[config.mk]
export PLATFORM = sky130hd
export DESIGN_NAME = sound_triggered_night_lamp
export DESIGN_NICKNAME = d
export VERILOG_FILES = /design/src/hdl/stl_pkg.sv /design/src/hdl/stl_in_stage.sv /design/src/hdl/stl_sound_window.sv /design/src/hdl/stl_lamp_ctrl.sv /design/src/hdl/sound_triggered_night_lamp.sv
export SDC_FILE = /design/constraint.sdc
export NUM_CORES = 1
export LEC_CHECK = 0
export ABC_CLOCK_PERIOD_IN_PS = 9670
export BUFFER_PORTS_ARGS = -buffer_cell sky130_fd_sc_hd__buf_2
export CAP_MARGIN = 30
export CORE_MARGIN = 2
export CORE_UTILIZATION = 50
export CTS_BUF_LIST = sky130_fd_sc_hd__clkbuf_8 sky130_fd_sc_hd__clkbuf_16
export DETAILED_ROUTE_END_ITERATION = 10
export HOLD_SLACK_MARGIN = 0.12
export PLACE_DENSITY = 0.74
export SYNTH_ARGS = -nofsm -noshare
export SYNTH_HDL_FRONTEND = slang
export SYNTH_SLANG_ARGS = --single-unit
[constraint.sdc]
create_clock -name aclk -period 9.67 [get_ports aclk]
set_input_delay 0 -clock aclk [delete_from_list [all_inputs] [get_ports aclk]]
set_output_delay 0 -clock aclk [all_outputs]
set_load 0.005 [all_outputs]
[src/hdl/stl_pkg.sv]
// stl_pkg: shared types and constants for the sound triggered night lamp
// holds opcode codes, register indexes and the transfer payload structs
// no dependencies
`timescale 1ns / 1ps

package stl_pkg;

    // fixed field widths
    localparam int SAMPLE_W = 14;
    localparam int LUX_W    = 17;
    localparam int PERIOD_W = 16;
    localparam int CFG_W    = 17;
    localparam int CFG_IDX_W = 1;

    // item kinds
    typedef enum logic [1:0] {
        OP_SAMPLE = 2'd0,
        OP_LUX    = 2'd1,
        OP_TICK   = 2'd2,
        OP_BUTTON = 2'd3
    } opcode_t;

    // configuration register indexes
    localparam logic [CFG_IDX_W-1:0] REG_LUX_THRESHOLD = 1'd0;
    localparam logic [CFG_IDX_W-1:0] REG_ON_PERIOD     = 1'd1;

    // register reset values
    localparam logic [LUX_W-1:0]    LUX_THRESHOLD_RST = 17'd30;
    localparam logic [PERIOD_W-1:0] ON_PERIOD_RST     = 16'd600;

    // input transfer payload
    typedef struct packed {
        opcode_t              opcode;
        logic [SAMPLE_W-1:0]  sample;
        logic [LUX_W-1:0]     lux_value;
    } in_item_t;

    // result transfer payload
    typedef struct packed {
        logic lamp_on;
        logic sound_detected;
        logic night_mode;
    } out_item_t;

endpackage

[src/hdl/stl_in_stage.sv]
// stl_in_stage: input register of the lamp pipeline
// splits each microphone sample into quotient and remainder by the block length
// depends on stl_pkg
`timescale 1ns / 1ps

module stl_in_stage #(
    parameter int SAMPLES_PER_BLOCK = 100
) (
    input  logic                                aclk,
    input  logic                                aresetn,
    input  logic                                s_valid,
    output logic                                s_ready,
    input  stl_pkg::in_item_t                   s_data,
    input  logic                                out_free,
    output logic                                item_valid,
    output stl_pkg::in_item_t                   item,
    output logic [stl_pkg::SAMPLE_W-1:0]        item_q,
    output logic [((SAMPLES_PER_BLOCK > 1) ? $clog2(SAMPLES_PER_BLOCK) : 1)-1:0] item_r
);

    localparam int RW         = (SAMPLES_PER_BLOCK > 1) ? $clog2(SAMPLES_PER_BLOCK) : 1;
    localparam int SW         = stl_pkg::SAMPLE_W;
    localparam int DIV_SHIFT  = SW + $clog2(SAMPLES_PER_BLOCK);
    localparam int DIV_MULT   = ((1 << DIV_SHIFT) + SAMPLES_PER_BLOCK - 1) / SAMPLES_PER_BLOCK;
    localparam int PROD_W     = 2 * SW + 2;

    logic                  item_valid_reg;
    stl_pkg::in_item_t     item_reg;
    logic [SW-1:0]         q_reg;
    logic [RW-1:0]         r_reg;

    logic [PROD_W-1:0]     prod;
    logic [SW-1:0]         div_q;
    logic [SW-1:0]         div_qd;
    logic [RW-1:0]         div_r;

    // sample divided by block length through a reciprocal multiply
    assign prod   = PROD_W'(s_data.sample) * PROD_W'(DIV_MULT);
    assign div_q  = SW'(prod >> DIV_SHIFT);
    assign div_qd = SW'(div_q * SW'(SAMPLES_PER_BLOCK));
    assign div_r  = RW'(s_data.sample - div_qd);

    assign s_ready = !item_valid_reg || out_free;

    // valid flag
    always_ff @(posedge aclk) begin
        if (!aresetn) begin
            item_valid_reg <= 1'b0;
        end else if (s_ready) begin
            item_valid_reg <= s_valid;
        end
    end

    // payload capture
    always_ff @(posedge aclk) begin
        if (s_valid && s_ready) begin
            item_reg <= s_data;
            q_reg    <= div_q;
            r_reg    <= div_r;
        end
    end

    assign item_valid = item_valid_reg;
    assign item       = item_reg;
    assign item_q     = q_reg;
    assign item_r     = r_reg;

endmodule

[src/hdl/stl_sound_window.sv]
// stl_sound_window: block averaging and rise detection over a sliding window
// keeps the running block average as quotient plus remainder, no divider needed
// depends on stl_pkg
`timescale 1ns / 1ps

module stl_sound_window #(
    parameter int SAMPLES_PER_BLOCK = 100,
    parameter int WINDOW_BLOCKS     = 5
) (
    input  logic                                aclk,
    input  logic                                aresetn,
    input  logic                                sample_en,
    input  logic [stl_pkg::SAMPLE_W-1:0]        sample_q,
    input  logic [((SAMPLES_PER_BLOCK > 1) ? $clog2(SAMPLES_PER_BLOCK) : 1)-1:0] sample_r,
    output logic                                sound_rise
);

    localparam int RW       = (SAMPLES_PER_BLOCK > 1) ? $clog2(SAMPLES_PER_BLOCK) : 1;
    localparam int SW       = stl_pkg::SAMPLE_W;
    localparam int CW       = SW + 4;
    localparam int FILL_W   = $clog2(WINDOW_BLOCKS + 1);
    localparam logic [RW:0]       DIV_VAL  = (RW + 1)'(SAMPLES_PER_BLOCK);
    localparam logic [RW-1:0]     CNT_LAST = RW'(SAMPLES_PER_BLOCK - 1);
    localparam logic [FILL_W-1:0] FILL_END = FILL_W'(WINDOW_BLOCKS);

    logic [RW-1:0]      cnt_reg;
    logic [SW-1:0]      acc_q_reg;
    logic [RW-1:0]      acc_r_reg;
    logic [FILL_W-1:0]  fill_reg;
    logic [SW-1:0]      win_reg [WINDOW_BLOCKS];

    logic [RW:0]        r_sum;
    logic               carry;
    logic [RW-1:0]      r_new;
    logic [SW-1:0]      q_new;
    logic               block_end;
    logic               filling;
    logic [CW-1:0]      new_x10;
    logic [WINDOW_BLOCKS-1:0] rise_vec;

    // running quotient and remainder of the block sum
    assign r_sum = {1'b0, acc_r_reg} + {1'b0, sample_r};
    assign carry = (r_sum >= DIV_VAL);
    assign r_new = carry ? RW'(r_sum - DIV_VAL) : RW'(r_sum);
    assign q_new = acc_q_reg + sample_q + SW'(carry);

    assign block_end = (cnt_reg == CNT_LAST);
    assign filling   = (fill_reg < FILL_END);

    // rise when the new average tops 110 percent of any window entry
    assign new_x10 = {1'b0, q_new, 3'b000} + {3'b000, q_new, 1'b0};

    genvar gi;
    generate
        for (gi = 0; gi < WINDOW_BLOCKS; gi++) begin : g_cmp
            logic [CW-1:0] old_x11;
            assign old_x11 = {1'b0, win_reg[gi], 3'b000} + {3'b000, win_reg[gi], 1'b0}
                           + {4'b0000, win_reg[gi]};
            assign rise_vec[gi] = (new_x10 > old_x11);
        end
    endgenerate

    assign sound_rise = sample_en && block_end && !filling && (|rise_vec);

    // block counters and accumulator
    always_ff @(posedge aclk) begin
        if (!aresetn) begin
            cnt_reg   <= '0;
            acc_q_reg <= '0;
            acc_r_reg <= '0;
            fill_reg  <= '0;
        end else if (sample_en) begin
            if (block_end) begin
                cnt_reg   <= '0;
                acc_q_reg <= '0;
                acc_r_reg <= '0;
                if (filling) begin
                    fill_reg <= fill_reg + FILL_W'(1);
                end
            end else begin
                cnt_reg   <= cnt_reg + RW'(1);
                acc_q_reg <= q_new;
                acc_r_reg <= r_new;
            end
        end
    end

    // window shift line, oldest out and newest average in
    always_ff @(posedge aclk) begin
        if (sample_en && block_end) begin
            for (int i = 0; i < WINDOW_BLOCKS - 1; i++) begin
                win_reg[i] <= win_reg[i + 1];
            end
            win_reg[WINDOW_BLOCKS - 1] <= q_new;
        end
    end

endmodule

[src/hdl/stl_lamp_ctrl.sv]
// stl_lamp_ctrl: configuration registers, night and lamp control, result register
// applies one item per cycle to the flags if out_free; drives the result transfer
// depends on stl_pkg
`timescale 1ns / 1ps

module stl_lamp_ctrl (
    input  logic                                aclk,
    input  logic                                aresetn,
    input  logic                                cfg_wr_en,
    input  logic [stl_pkg::CFG_IDX_W-1:0]       cfg_index,
    input  logic [stl_pkg::CFG_W-1:0]           cfg_wdata,
    input  logic                                item_valid,
    input  stl_pkg::in_item_t                   item,
    input  logic                                sound_rise,
    output logic                                out_free,
    output logic                                m_valid,
    input  logic                                m_ready,
    output stl_pkg::out_item_t                  m_data
);

    logic [stl_pkg::LUX_W-1:0]    lux_thr_reg;
    logic [stl_pkg::PERIOD_W-1:0] period_reg;

    logic                         sound_reg, sound_next;
    logic                         night_reg, night_next;
    logic                         lamp_reg, lamp_next;
    logic                         first_lux_reg, first_lux_next;
    logic [stl_pkg::PERIOD_W-1:0] lit_reg, lit_next;

    logic                         m_valid_reg;
    stl_pkg::out_item_t           m_data_reg;
    logic                         advance;
    logic                         dark;

    assign out_free = !m_valid_reg || m_ready;
    assign advance  = item_valid && out_free;
    assign dark     = (item.lux_value < lux_thr_reg);

    // configuration writes
    always_ff @(posedge aclk) begin
        if (!aresetn) begin
            lux_thr_reg <= stl_pkg::LUX_THRESHOLD_RST;
            period_reg  <= stl_pkg::ON_PERIOD_RST;
        end else if (cfg_wr_en) begin
            unique case (cfg_index)
                stl_pkg::REG_LUX_THRESHOLD: lux_thr_reg <= cfg_wdata;
                stl_pkg::REG_ON_PERIOD:     period_reg  <= cfg_wdata[stl_pkg::PERIOD_W-1:0];
                default: ;
            endcase
        end
    end

    // flag update for the item at the head of the pipe
    always_comb begin
        sound_next     = sound_reg;
        night_next     = night_reg;
        lamp_next      = lamp_reg;
        first_lux_next = first_lux_reg;
        lit_next       = lit_reg;
        case (item.opcode)
            stl_pkg::OP_SAMPLE: begin
                if (sound_rise) begin
                    sound_next = 1'b1;
                end
            end
            stl_pkg::OP_LUX: begin
                first_lux_next = 1'b0;
                night_next     = first_lux_reg ? dark : (dark && sound_reg);
            end
            stl_pkg::OP_TICK: begin
                if (night_reg) begin
                    if (lit_reg < period_reg) begin
                        lamp_next = 1'b1;
                        lit_next  = lit_reg + stl_pkg::PERIOD_W'(1);
                    end else begin
                        lamp_next  = 1'b0;
                        sound_next = 1'b0;
                        night_next = 1'b0;
                        lit_next   = '0;
                    end
                end
            end
            default: begin
                night_next = 1'b1;
                lit_next   = '0;
            end
        endcase
    end

    // control state
    always_ff @(posedge aclk) begin
        if (!aresetn) begin
            sound_reg     <= 1'b0;
            night_reg     <= 1'b0;
            lamp_reg      <= 1'b0;
            first_lux_reg <= 1'b1;
            lit_reg       <= '0;
        end else if (advance) begin
            sound_reg     <= sound_next;
            night_reg     <= night_next;
            lamp_reg      <= lamp_next;
            first_lux_reg <= first_lux_next;
            lit_reg       <= lit_next;
        end
    end

    // result register
    always_ff @(posedge aclk) begin
        if (!aresetn) begin
            m_valid_reg <= 1'b0;
        end else if (out_free) begin
            m_valid_reg <= item_valid;
        end
    end

    always_ff @(posedge aclk) begin
        if (advance) begin
            m_data_reg.lamp_on        <= lamp_next;
            m_data_reg.sound_detected <= sound_next;
            m_data_reg.night_mode     <= night_next;
        end
    end

    assign m_valid = m_valid_reg;
    assign m_data  = m_data_reg;

endmodule

[src/hdl/sound_triggered_night_lamp.sv]
// sound_triggered_night_lamp: top level of the sound triggered night lamp
// depends on stl_pkg, stl_in_stage, stl_sound_window, stl_lamp_ctrl
//
//   port group | direction | handshake         | payload
//   s_         | in        | s_valid / s_ready | stl_pkg::in_item_t  (opcode, sample, lux_value)
//   m_         | out       | m_valid / m_ready | stl_pkg::out_item_t (lamp_on, sound_detected,
//              |           |                   |                      night_mode)
//   cfg_       | in        | cfg_wr_en         | cfg_index, cfg_wdata
//
// one item per cycle while no result is held back; each result follows its input transfer
// through the input register, then the flag update into the result register
// the sample divide sits before the input register; block sum compare sits before the result
// reset is synchronous and active low; it clears all flags, counters and handshake state
// a held result stalls the input stage only while both registers are full
`timescale 1ns / 1ps

module sound_triggered_night_lamp #(
    parameter int SAMPLES_PER_BLOCK = 100,
    parameter int WINDOW_BLOCKS     = 5
) (
    input  logic                            aclk,
    input  logic                            aresetn,
    input  logic                            cfg_wr_en,
    input  logic [stl_pkg::CFG_IDX_W-1:0]   cfg_index,
    input  logic [stl_pkg::CFG_W-1:0]       cfg_wdata,
    input  logic                            s_valid,
    output logic                            s_ready,
    input  stl_pkg::in_item_t               s_data,
    output logic                            m_valid,
    input  logic                            m_ready,
    output stl_pkg::out_item_t              m_data
);

    localparam int RW = (SAMPLES_PER_BLOCK > 1) ? $clog2(SAMPLES_PER_BLOCK) : 1;

    logic                          out_free;
    logic                          item_valid;
    stl_pkg::in_item_t             item;
    logic [stl_pkg::SAMPLE_W-1:0]  item_q;
    logic [RW-1:0]                 item_r;
    logic                          sample_en;
    logic                          sound_rise;

    // input register with sample split
    stl_in_stage #(
        .SAMPLES_PER_BLOCK (SAMPLES_PER_BLOCK)
    ) u_in_stage (
        .aclk       (aclk),
        .aresetn    (aresetn),
        .s_valid    (s_valid),
        .s_ready    (s_ready),
        .s_data     (s_data),
        .out_free   (out_free),
        .item_valid (item_valid),
        .item       (item),
        .item_q     (item_q),
        .item_r     (item_r)
    );

    // sample transfer moves on to the window only when it advances
    assign sample_en = item_valid && out_free && (item.opcode == stl_pkg::OP_SAMPLE);

    stl_sound_window #(
        .SAMPLES_PER_BLOCK (SAMPLES_PER_BLOCK),
        .WINDOW_BLOCKS     (WINDOW_BLOCKS)
    ) u_sound_window (
        .aclk       (aclk),
        .aresetn    (aresetn),
        .sample_en  (sample_en),
        .sample_q   (item_q),
        .sample_r   (item_r),
        .sound_rise (sound_rise)
    );

    stl_lamp_ctrl u_lamp_ctrl (
        .aclk       (aclk),
        .aresetn    (aresetn),
        .cfg_wr_en  (cfg_wr_en),
        .cfg_index  (cfg_index),
        .cfg_wdata  (cfg_wdata),
        .item_valid (item_valid),
        .item       (item),
        .sound_rise (sound_rise),
        .out_free   (out_free),
        .m_valid    (m_valid),
        .m_ready    (m_ready),
        .m_data     (m_data)
    );

endmodule

==> results of run 1 <==
==> cell families (layout without fill, tap and decap cells) <==
kind of cell	count (synthesis)	in the layout	synth area share, %
xor+xnor	103	103	5.07
compound gates	427	427	14.6
mux	18	18	0.969
flops	193	193	26.2
simple gates	483	483	12.4
buf+inv	291	421	5.81
fa+ha+maj	451	451	35.0
==> worst max-delay path, delay by kind of cell (launching register included) <==
kind / cells / cell delay (ps)
flip-flops: 1 / 400
XOR/XNOR: 2 / 480
AND/OR/NAND/NOR: 11 / 2390
AO/OA/AOI/OAI: 11 / 2470
adder cells (fa/ha/maj): 6 / 2150
buffers and inverters: 4 / 750
==> repair_timing <==
action	4_1_cts	5_1_grt
hold buffers	46	0
hold endpoints to repair	63	0
setup buffers	0	2
resized for setup	0	2
setup endpoints to repair	0	2
==> per-layer routing <==
metal	global-route usage, %	vias up	wire length, um
met2	40.8	303	21500
met1	27.5	7061	18200
li1	-	7176	-
met4	6.29	0	875
met3	3.01	63	1480
met5	0	-	0
==> cell type report <==
class | count | area [um^2] | share of cell area [%]
Sequential cell | 193 | 4930 | 23.6
Tap cell | 511 | 639 | 3.06
Inverter | 267 | 1000 | 4.80
Clock buffer | 17 | 425 | 2.04
Timing Repair Buffer | 122 | 885 | 4.24
Multi-Input combinational cell | 1482 | 12800 | 61.4
Clock inverter | 15 | 170 | 0.815
==> report_power, final <==
group | internal (mW) | leakage, nW | switching [mW]
Sequential | 0.955 | 1.74 | 0.0210
Clock | 0.348 | 0.289 | 0.368
Combinational | 1.21 | 7.62 | 1.64
==> placed cells by master (no fill, tap or decap), drive strengths merged, types with 5 or more instances in the layout <==
master	netlist	routed
inv	267	274
a22oi	19	19
o211ai	20	20
a211oi	12	12
nand3	56	56
clkinv	0	7
or3	9	9
clkbuf	18	17
nand2b	31	31
xor2	41	41
fa	128	128
dlygate4sd3	0	46
o21ai	80	80
ha	322	322
mux2i	16	16
and4	7	7
a22o	5	5
nor4	9	9
nor2b	23	23
edfxtp	107	107
a21boi	5	5
a21oi	148	148
a21o	52	52
xnor2	60	60
nand4	13	13
buf	6	76
nand2	149	149
nor2	108	108
a2111oi	7	7
o22ai	6	6
and3	25	25
dfxtp	86	86
a31oi	10	10
o31ai	5	5
nor3	31	31
o21a	14	14
==> stage by stage <==
step	cells	util, %	hold WS, ps	cell area [um^2]	setup WS, ps
detailed placement	2527	53.0	178	19800	421
finish	2607	55.8	127	20900	777
global route	2607	55.8	171	20900	87.0
CTS	2605	55.8	120	20900	380
floorplan	1966	-	98.9	18800	1750
global placement	2526	52.9	176	19800	930
==> how the worst max path moves through the flow <==
stage                                         from                         endpoint  slack (ps)
floorplan           u_in_stage.item_r[1]$_DFFE_PP_  u_lamp_ctrl.m_data[1]$_DFFE_PP_        1750
global placement    u_in_stage.item_r[1]$_DFFE_PP_  u_lamp_ctrl.m_data[1]$_DFFE_PP_         930
detailed placement  u_in_stage.item_r[1]$_DFFE_PP_  u_lamp_ctrl.m_data[1]$_DFFE_PP_         420
CTS                 u_in_stage.item_r[1]$_DFFE_PP_  u_lamp_ctrl.m_data[1]$_DFFE_PP_         380
global route        u_in_stage.item_r[1]$_DFFE_PP_  u_lamp_ctrl.m_data[1]$_DFFE_PP_          90
finish              u_in_stage.item_r[1]$_DFFE_PP_  u_lamp_ctrl.m_data[1]$_DFFE_PP_         780
==> impl_metrics.env, run 1 <==
export IMPL_die_area_um2=39300
export IMPL_worstSetupEndpointType="register"
export IMPL_max_cap_viol_count=0
export IMPL_place_gp_congestion=0.924
export IMPL_synth_area_um2=18800
export IMPL_worstReg2RegStart="u_in_stage.item_r[1]$_DFFE_PP_"
export IMPL_worst_ir_drop_vdd_mv=0.204
export IMPL_max_freq_mhz=112
export IMPL_synth_top_cell_area_share_pct=21.4
export IMPL_ios=61
export IMPL_path_max_fanout=8
export IMPL_wl_per_cell_um=16.1
export IMPL_path_clk_slew_ps=90
export IMPL_hpwlAfterDp_mm=33.1
export IMPL_synthCells=1966
export IMPL_avgSynthCellArea_um2=9.59
export IMPL_yosysWarnings=0
export IMPL_groute_usage_overall_pct=22.4
export IMPL_hold_end="u_lamp_ctrl.period_reg[8]$_SDFFE_PN0P_"
export IMPL_hold_path_class="input port to register"
export IMPL_grt_pass1_wl_mm=71.4
export IMPL_p_total_mw=4.54
export IMPL_grt_max_degree=72
export IMPL_worstSetupStartpointType="register"
export IMPL_slew_violations=0
export IMPL_status="completed"
export IMPL_clock_sinks=193
export IMPL_reg2reg_to="u_lamp_ctrl.m_data[1]$_DFFE_PP_"
export IMPL_layout_nets=2589
export IMPL_drt_iter0_drc=1067
export IMPL_synth_most_common_cell="ha_1"
export IMPL_ff2ff_setup_slack_ps=780
export IMPL_die_h_um=198
export IMPL_fin_crit_ps=8890
export IMPL_p_leak_nw=9.65
export IMPL_worstPathArrival_ps=9080
export IMPL_areaGrowthSynthToFinish_pct=10.8
export IMPL_h_tree_depth=4
export IMPL_tritoncts="built"
export IMPL_synth_area_leader_cell="ha_1"
export IMPL_nFillCells=3162
export IMPL_worst_slew_pin_slew_ps=967
export IMPL_largest_reg_flops=70
export IMPL_antenna_cells=0
export IMPL_ant_nets=0
export IMPL_path_class="register to register"
export IMPL_max_stage_delay_ps=440
export IMPL_vias=14600
export IMPL_cts_buffers=17
export IMPL_maxSlewHeadroom_pct=35.6
export IMPL_synth_cell_types=81
export IMPL_post_route_drc_count=0
export IMPL_min_from="cfg_wr_en"
export IMPL_async_flop_share_pct=0
export IMPL_finalHoldViolations=0
export IMPL_finClkSkew_ps=15.1
export IMPL_cp_required_ps=9860
export IMPL_fin_crit_sh_pct=92.0
export IMPL_rsz0062_at_grt="no"
export IMPL_grt_pass1_vias=15300
export IMPL_syn_num_nets=2472
export IMPL_ys_top_cells_by_count="ha_1, inv_1, nand2_1"
export IMPL_drive_above_1_share_pct=6.11
export IMPL_portBuffers=60
export IMPL_clk_latency_ps=460
export IMPL_synth_seq_cells=193
export IMPL_vias_per_cell=5.60
export IMPL_reg2regPathDepth=34
export IMPL_num_rows=71
export IMPL_initial_core_util_pct=50.4
export IMPL_wirelength_mm=42.0
export IMPL_whs_path_depth=4
export IMPL_drtPass1Iterations=5
export IMPL_yosys_most_used_dff="edfxtp_1"
export IMPL_finalSetupTns_ps=0
export IMPL_setup_viol=0
export IMPL_overflow=0
export IMPL_ys_seq_area_share_pct=26.2
export IMPL_clockBufferDepth=2
export IMPL_root_buffer="clkbuf_16"
export IMPL_coreArea_um2=37400
export IMPL_die_w_um=198
export IMPL_synth_edf_count=107
export IMPL_p_per_area_nw_per_um2=217
export IMPL_antenna_found_initial=0
export IMPL_slowest_stage="fa_1"
export IMPL_yosys_top_cells_area="ha_1, edfxtp_1, fa_1"
Power figures use the tool's default switching activity.
==> run 2, diff against run 1 <==
Settings changed: ABC_CLOCK_PERIOD_IN_PS 9670 to 10100, CAP_MARGIN 30 to 20.
Clock period 9.67 ns to 10.1 ns, I/O delays scaled along.
==> impl_metrics.env, run 2 (synthesized netlist as in run 1, its figures left out) <==
export IMPL_status="completed"
export IMPL_cts_buffers=17
export IMPL_max_stage_delay_ps=500
export IMPL_setup_slack_ps=945
export IMPL_mostFrequentLayoutCell="ha_1"
export IMPL_p_leak_nw=9.65
export IMPL_h_tree_depth=4
export IMPL_path_class="register to register"
export IMPL_fin_crit_ps=9150
export IMPL_vias=14600
export IMPL_drtPass1Iterations=5
export IMPL_die_area_um2=39300
export IMPL_areaGrowthSynthToFinish_pct=11.0
export IMPL_ios=61
export IMPL_p_per_area_nw_per_um2=206
export IMPL_drt_iter0_drc=791
export IMPL_reg2regPathDepth=37
export IMPL_antenna_cells=0
export IMPL_portBuffers=60
export IMPL_setup_viol=0
export IMPL_num_rows=71
export IMPL_ff2ff_setup_slack_ps=950
export IMPL_vias_per_cell=5.59
export IMPL_die_h_um=198
export IMPL_wl_per_cell_um=16.0
export IMPL_drive_above_1_share_pct=5.73
export IMPL_path_buf_inv=4
export IMPL_hpwlAfterDp_mm=32.7
export IMPL_max_cap_viol_count=0
export IMPL_cp_required_ps=10300
export IMPL_nFillCells=3162
export IMPL_worst_slew_pin_slew_ps=978
export IMPL_maxSlewHeadroom_pct=34.8
export IMPL_fin_util_pct=55.9
export IMPL_layout_nets=2587
export IMPL_reg2reg_to="u_lamp_ctrl.m_data[1]$_DFFE_PP_"
export IMPL_final_cells=2605
export IMPL_overflow=0
export IMPL_finalSetupTns_ps=0
export IMPL_min_from="s_data[22]"
export IMPL_dp_cells=2522
export IMPL_tritoncts="built"
export IMPL_final_cell_mix="ha_1, inv_1, nand2_1"
export IMPL_worstPathArrival_ps=9360
export IMPL_clk_latency_ps=460
export IMPL_pre_cts_ws_ps=1070
export IMPL_post_route_drc_count=0
export IMPL_antenna_found_initial=0
export IMPL_finClkSkew_ps=16.7
export IMPL_place_gp_congestion=0.921
export IMPL_rsz0062_at_grt="no"
export IMPL_hold_end="u_in_stage.item_r[5]$_DFFE_PP_"
export IMPL_groute_usage_overall_pct=22.3
export IMPL_largest_reg_flops=70
export IMPL_die_w_um=198
export IMPL_worstSetupEndpointType="register"
export IMPL_worstReg2RegStart="u_in_stage.item_r[0]$_DFFE_PP_"
export IMPL_p_total_mw=4.30
export IMPL_slew_violations=0
export IMPL_path_max_fanout=8
export IMPL_whs_path_depth=3
export IMPL_crit_cells=37
export IMPL_ant_nets=0
export IMPL_grt_max_degree=72
export IMPL_path_clk_slew_ps=80
export IMPL_max_freq_mhz=109
export IMPL_finalHoldViolations=0
export IMPL_grt_pass1_wl_mm=71.3
export IMPL_coreArea_um2=37400
export IMPL_worst_ir_drop_vdd_mv=0.213
export IMPL_cpLargestDelayFamily="compound AO/OA/AOI/OAI gates"
export IMPL_grt_pass1_vias=15400
export IMPL_worstSetupStartpointType="register"
export IMPL_slowest_stage="o211ai_1"
export IMPL_hold_path_class="input port to register"
export IMPL_clockBufferDepth=2
export IMPL_root_buffer="clkbuf_16"
export IMPL_fin_crit_sh_pct=90.6
export IMPL_wirelength_mm=41.7
export IMPL_clock_sinks=193
export IMPL_initial_core_util_pct=50.4
## run 2: cell type report
cell class / instances / area (um^2) / area share (%)
multi-input combinational: 1482 / 12800 / 61.3
sequential: 193 / 4930 / 23.6
inverter: 267 / 1000 / 4.79
timing repair buffer: 120 / 882 / 4.22
tap: 511 / 639 / 3.06
clock buffer: 17 / 425 / 2.03
clock inverter: 15 / 215 / 1.03
## run 2: through the flow
stage          instance area [um^2]  hold WS (ps)
2_1_floorplan                 18800          98.9
3_3_place_gp                  19800           176
3_5_place_dp                  19800           178
4_1_cts                       20900           202
5_1_grt                       20900           236
6_report                      20900           205
## run 2: per-layer routing
| metal | up-vias | track usage, % | wire (um) |
|---|---|---|---|
| met2 | 279 | 40.3 | 21200 |
| met1 | 7044 | 27.7 | 18300 |
| met4 | 0 | 6.63 | 887 |
| li1 | 7173 | - | - |
| met3 | 73 | 3.05 | 1260 |
| met5 | - | 0 | 0 |
## run 2: worst max-delay path by stage
stage	from	endpoint
6_report	u_in_stage.item_r[0]$_DFFE_PP_	u_lamp_ctrl.m_data[1]$_DFFE_PP_
5_1_grt	u_in_stage.item_r[0]$_DFFE_PP_	u_lamp_ctrl.m_data[1]$_DFFE_PP_
4_1_cts	u_in_stage.item_r[1]$_DFFE_PP_	u_lamp_ctrl.m_data[1]$_DFFE_PP_
3_5_place_dp	u_in_stage.item_r[1]$_DFFE_PP_	u_lamp_ctrl.m_data[1]$_DFFE_PP_
3_3_place_gp	u_in_stage.item_r[1]$_DFFE_PP_	u_lamp_ctrl.m_data[1]$_DFFE_PP_
2_1_floorplan	u_in_stage.item_r[1]$_DFFE_PP_	u_lamp_ctrl.m_data[1]$_DFFE_PP_
## run 2: worst register-to-register path, delay by kind of cell, from the launching register on
family | cells | cell delay [ps]
adders and majority gates | 6 | 2030
xor gates and xnor gates | 1 | 300
and+or+nand+nor | 11 | 2040
buffers and inverters | 4 | 740
DFF | 1 | 370
AOI/OAI and AO/OA | 15 | 3420
## run 2: report_power, final
group	leakage, nW	switching (mW)	internal [mW]	total (mW)
sequential	1.74	0.0191	0.914	0.933
clock	0.309	0.385	0.350	0.735
combinational	7.60	1.53	1.10	2.64
## run 2: what timing repair did
item	in CTS	in global routing
endpoints found under the hold margin	64	0
hold buffers	51	0
gates resized for setup	0	0
buffers inserted	0	0
==> run 3, diff against run 2 <==
Settings changed: GPL_TIMING_DRIVEN from default to 0.
==> impl_metrics.env, run 3 (synthesized netlist as in run 1, its figures left out) <==
export IMPL_status="completed"
export IMPL_slowest_stage="nor3_2"
export IMPL_path_buf_inv=4
export IMPL_post_route_drc_count=0
export IMPL_drtPass1Iterations=5
export IMPL_finClkSkew_ps=10.7
export IMPL_fin_crit_sh_pct=93.8
export IMPL_clock_sinks=193
export IMPL_hpwlAfterDp_mm=33.2
export IMPL_wirelength_mm=41.8
export IMPL_hold_ws_ps=224
export IMPL_rsz0062_at_grt="no"
export IMPL_wl_per_cell_um=15.9
export IMPL_root_buffer="clkbuf_16"
export IMPL_grt_max_degree=73
export IMPL_worst_ir_drop_vdd_mv=0.196
export IMPL_regArea_um2=4930
export IMPL_p_per_area_nw_per_um2=202
export IMPL_hold_path_class="input port to register"
export IMPL_mostFrequentLayoutCell="ha_1"
export IMPL_p_leak_nw=9.64
export IMPL_die_h_um=198
export IMPL_fin_crit_ps=9480
export IMPL_grt_pass1_wl_mm=69.8
export IMPL_max_cap_viol_count=0
export IMPL_cpLargestDelayFamily="compound AO/OA/AOI/OAI gates"
export IMPL_max_stage_delay_ps=540
export IMPL_clockBufferDepth=2
export IMPL_worst_slew_pin_slew_ps=889
export IMPL_coreArea_um2=37400
export IMPL_cp_required_ps=10290
export IMPL_nFillCells=3152
export IMPL_areaGrowthSynthToFinish_pct=11.0
export IMPL_clk_latency_ps=450
export IMPL_cts_buffers=17
export IMPL_antenna_found_initial=0
export IMPL_vias=14700
export IMPL_num_rows=71
export IMPL_maxSlewHeadroom_pct=39.2
export IMPL_max_freq_mhz=106
export IMPL_layout_nets=2603
export IMPL_place_gp_congestion=0.893
export IMPL_slew_violations=0
export IMPL_h_tree_depth=4
export IMPL_vias_per_cell=5.59
export IMPL_path_class="register to register"
export IMPL_initial_core_util_pct=50.4
export IMPL_worstPathArrival_ps=9660
export IMPL_setup_viol=0
export IMPL_multiInputGateArea_um2=12800
export IMPL_final_cell_mix="ha_1, inv_1, nand2_1"
export IMPL_overflow=0
export IMPL_portBuffers=60
export IMPL_groute_usage_overall_pct=22.0
export IMPL_ant_nets=0
export IMPL_p_total_mw=4.23
export IMPL_die_w_um=198
export IMPL_finalHoldViolations=0
export IMPL_ios=61
export IMPL_worstSetupStartpointType="register"
export IMPL_fin_util_pct=55.9
export IMPL_drive_above_1_share_pct=5.64
export IMPL_largest_reg_flops=70
export IMPL_grt_pass1_vias=15300
export IMPL_drt_iter0_drc=795
export IMPL_cp_common_cell="ha_1"
export IMPL_path_max_fanout=8
export IMPL_antenna_cells=0
export IMPL_tritoncts="built"
export IMPL_die_area_um2=39300
export IMPL_worstSetupEndpointType="register"
export IMPL_path_clk_slew_ps=80
run 3: cell types whose count changed in the layout (fill, tap and decap cells not counted), sizes merged:
cell	before	now
dlygate4sd3	51	48
inv	278	275
buf	69	70
clkinvlp	0	1
clkinv	4	6
clkbuf	17	35
run 3: what timing repair did:
action | 4_1_cts | 5_1_grt
setup buffers | 0 | 3
cloned | 0 | 0
setup endpoints to repair | 1 | 2
hold buffers | 48 | 0
hold endpoints to repair | 64 | 0
pin swaps | 0 | 1
resized for setup | 1 | 1
run 3: worst paths after layout:
kind                                          startpoint                                     end  slack [ps]  cells after the start
setup / recovery          u_in_stage.item_r[1]$_DFFE_PP_         u_lamp_ctrl.m_data[1]$_DFFE_PP_         620                     37
hold / removal                                s_data[19]          u_in_stage.item_r[2]$_DFFE_PP_         220                      4
setup reg to reg          u_in_stage.item_r[1]$_DFFE_PP_         u_lamp_ctrl.m_data[1]$_DFFE_PP_         620                     37
hold reg to reg   u_lamp_ctrl.period_reg[5]$_SDFFE_PN0P_  u_lamp_ctrl.period_reg[5]$_SDFFE_PN0P_         460                      2
run 3: metal layers:
metal / share of wire [%] / vias to the layer above / wire length [um] / track usage (%)
met5: 0 / - / 0 / 0
met3: 3.6 / 75 / 1510 / 2.79
met4: 2.3 / 0 / 978 / 7.16
li1: - / 7195 / - / -
met2: 51 / 322 / 21400 / 40.5
met1: 43 / 7066 / 17900 / 26.5
run 3: per-stage QoR:
step / std cells / TNS, ps / setup slack (ps) / instance area [um^2]
after floorplan: 1966 / 0 / 2180 / 18800
after global placement: 2537 / 0 / 77.8 / 19800
after detailed placement: 2538 / -80.0 / -80.0 / 19800
after CTS: 2618 / 0 / 211 / 20900
after global routing: 2621 / 0 / 155 / 20900
final: 2621 / 0 / 624 / 20900
run 3: area by class of cell:
cell class / count / area share [%]
plain buffers: 24 / 0.443
clock buffers: 17 / 2.03
clock inverters: 15 / 0.760
inverters: 267 / 4.80
multi-input cells: 1482 / 61.3
flip-flops and latches: 193 / 23.6
well taps: 511 / 3.06
repair buffers: 112 / 3.97
run 3: report_power, final:
group	total, mW	internal, mW	switching, mW
Combinational	2.61	1.10	1.51
Clock	0.684	0.332	0.352
Sequential	0.936	0.914	0.0216
Total	4.23	2.34	1.88
run 3: worst reg2reg max path, delay by kind of cell (launching register included):
kind	cells	cell delay, ps
compound gates	14	2790
xor+xnor	2	500
fa+ha+maj	6	2150
buf+inv	4	710
flops	1	400
simple gates	11	2630
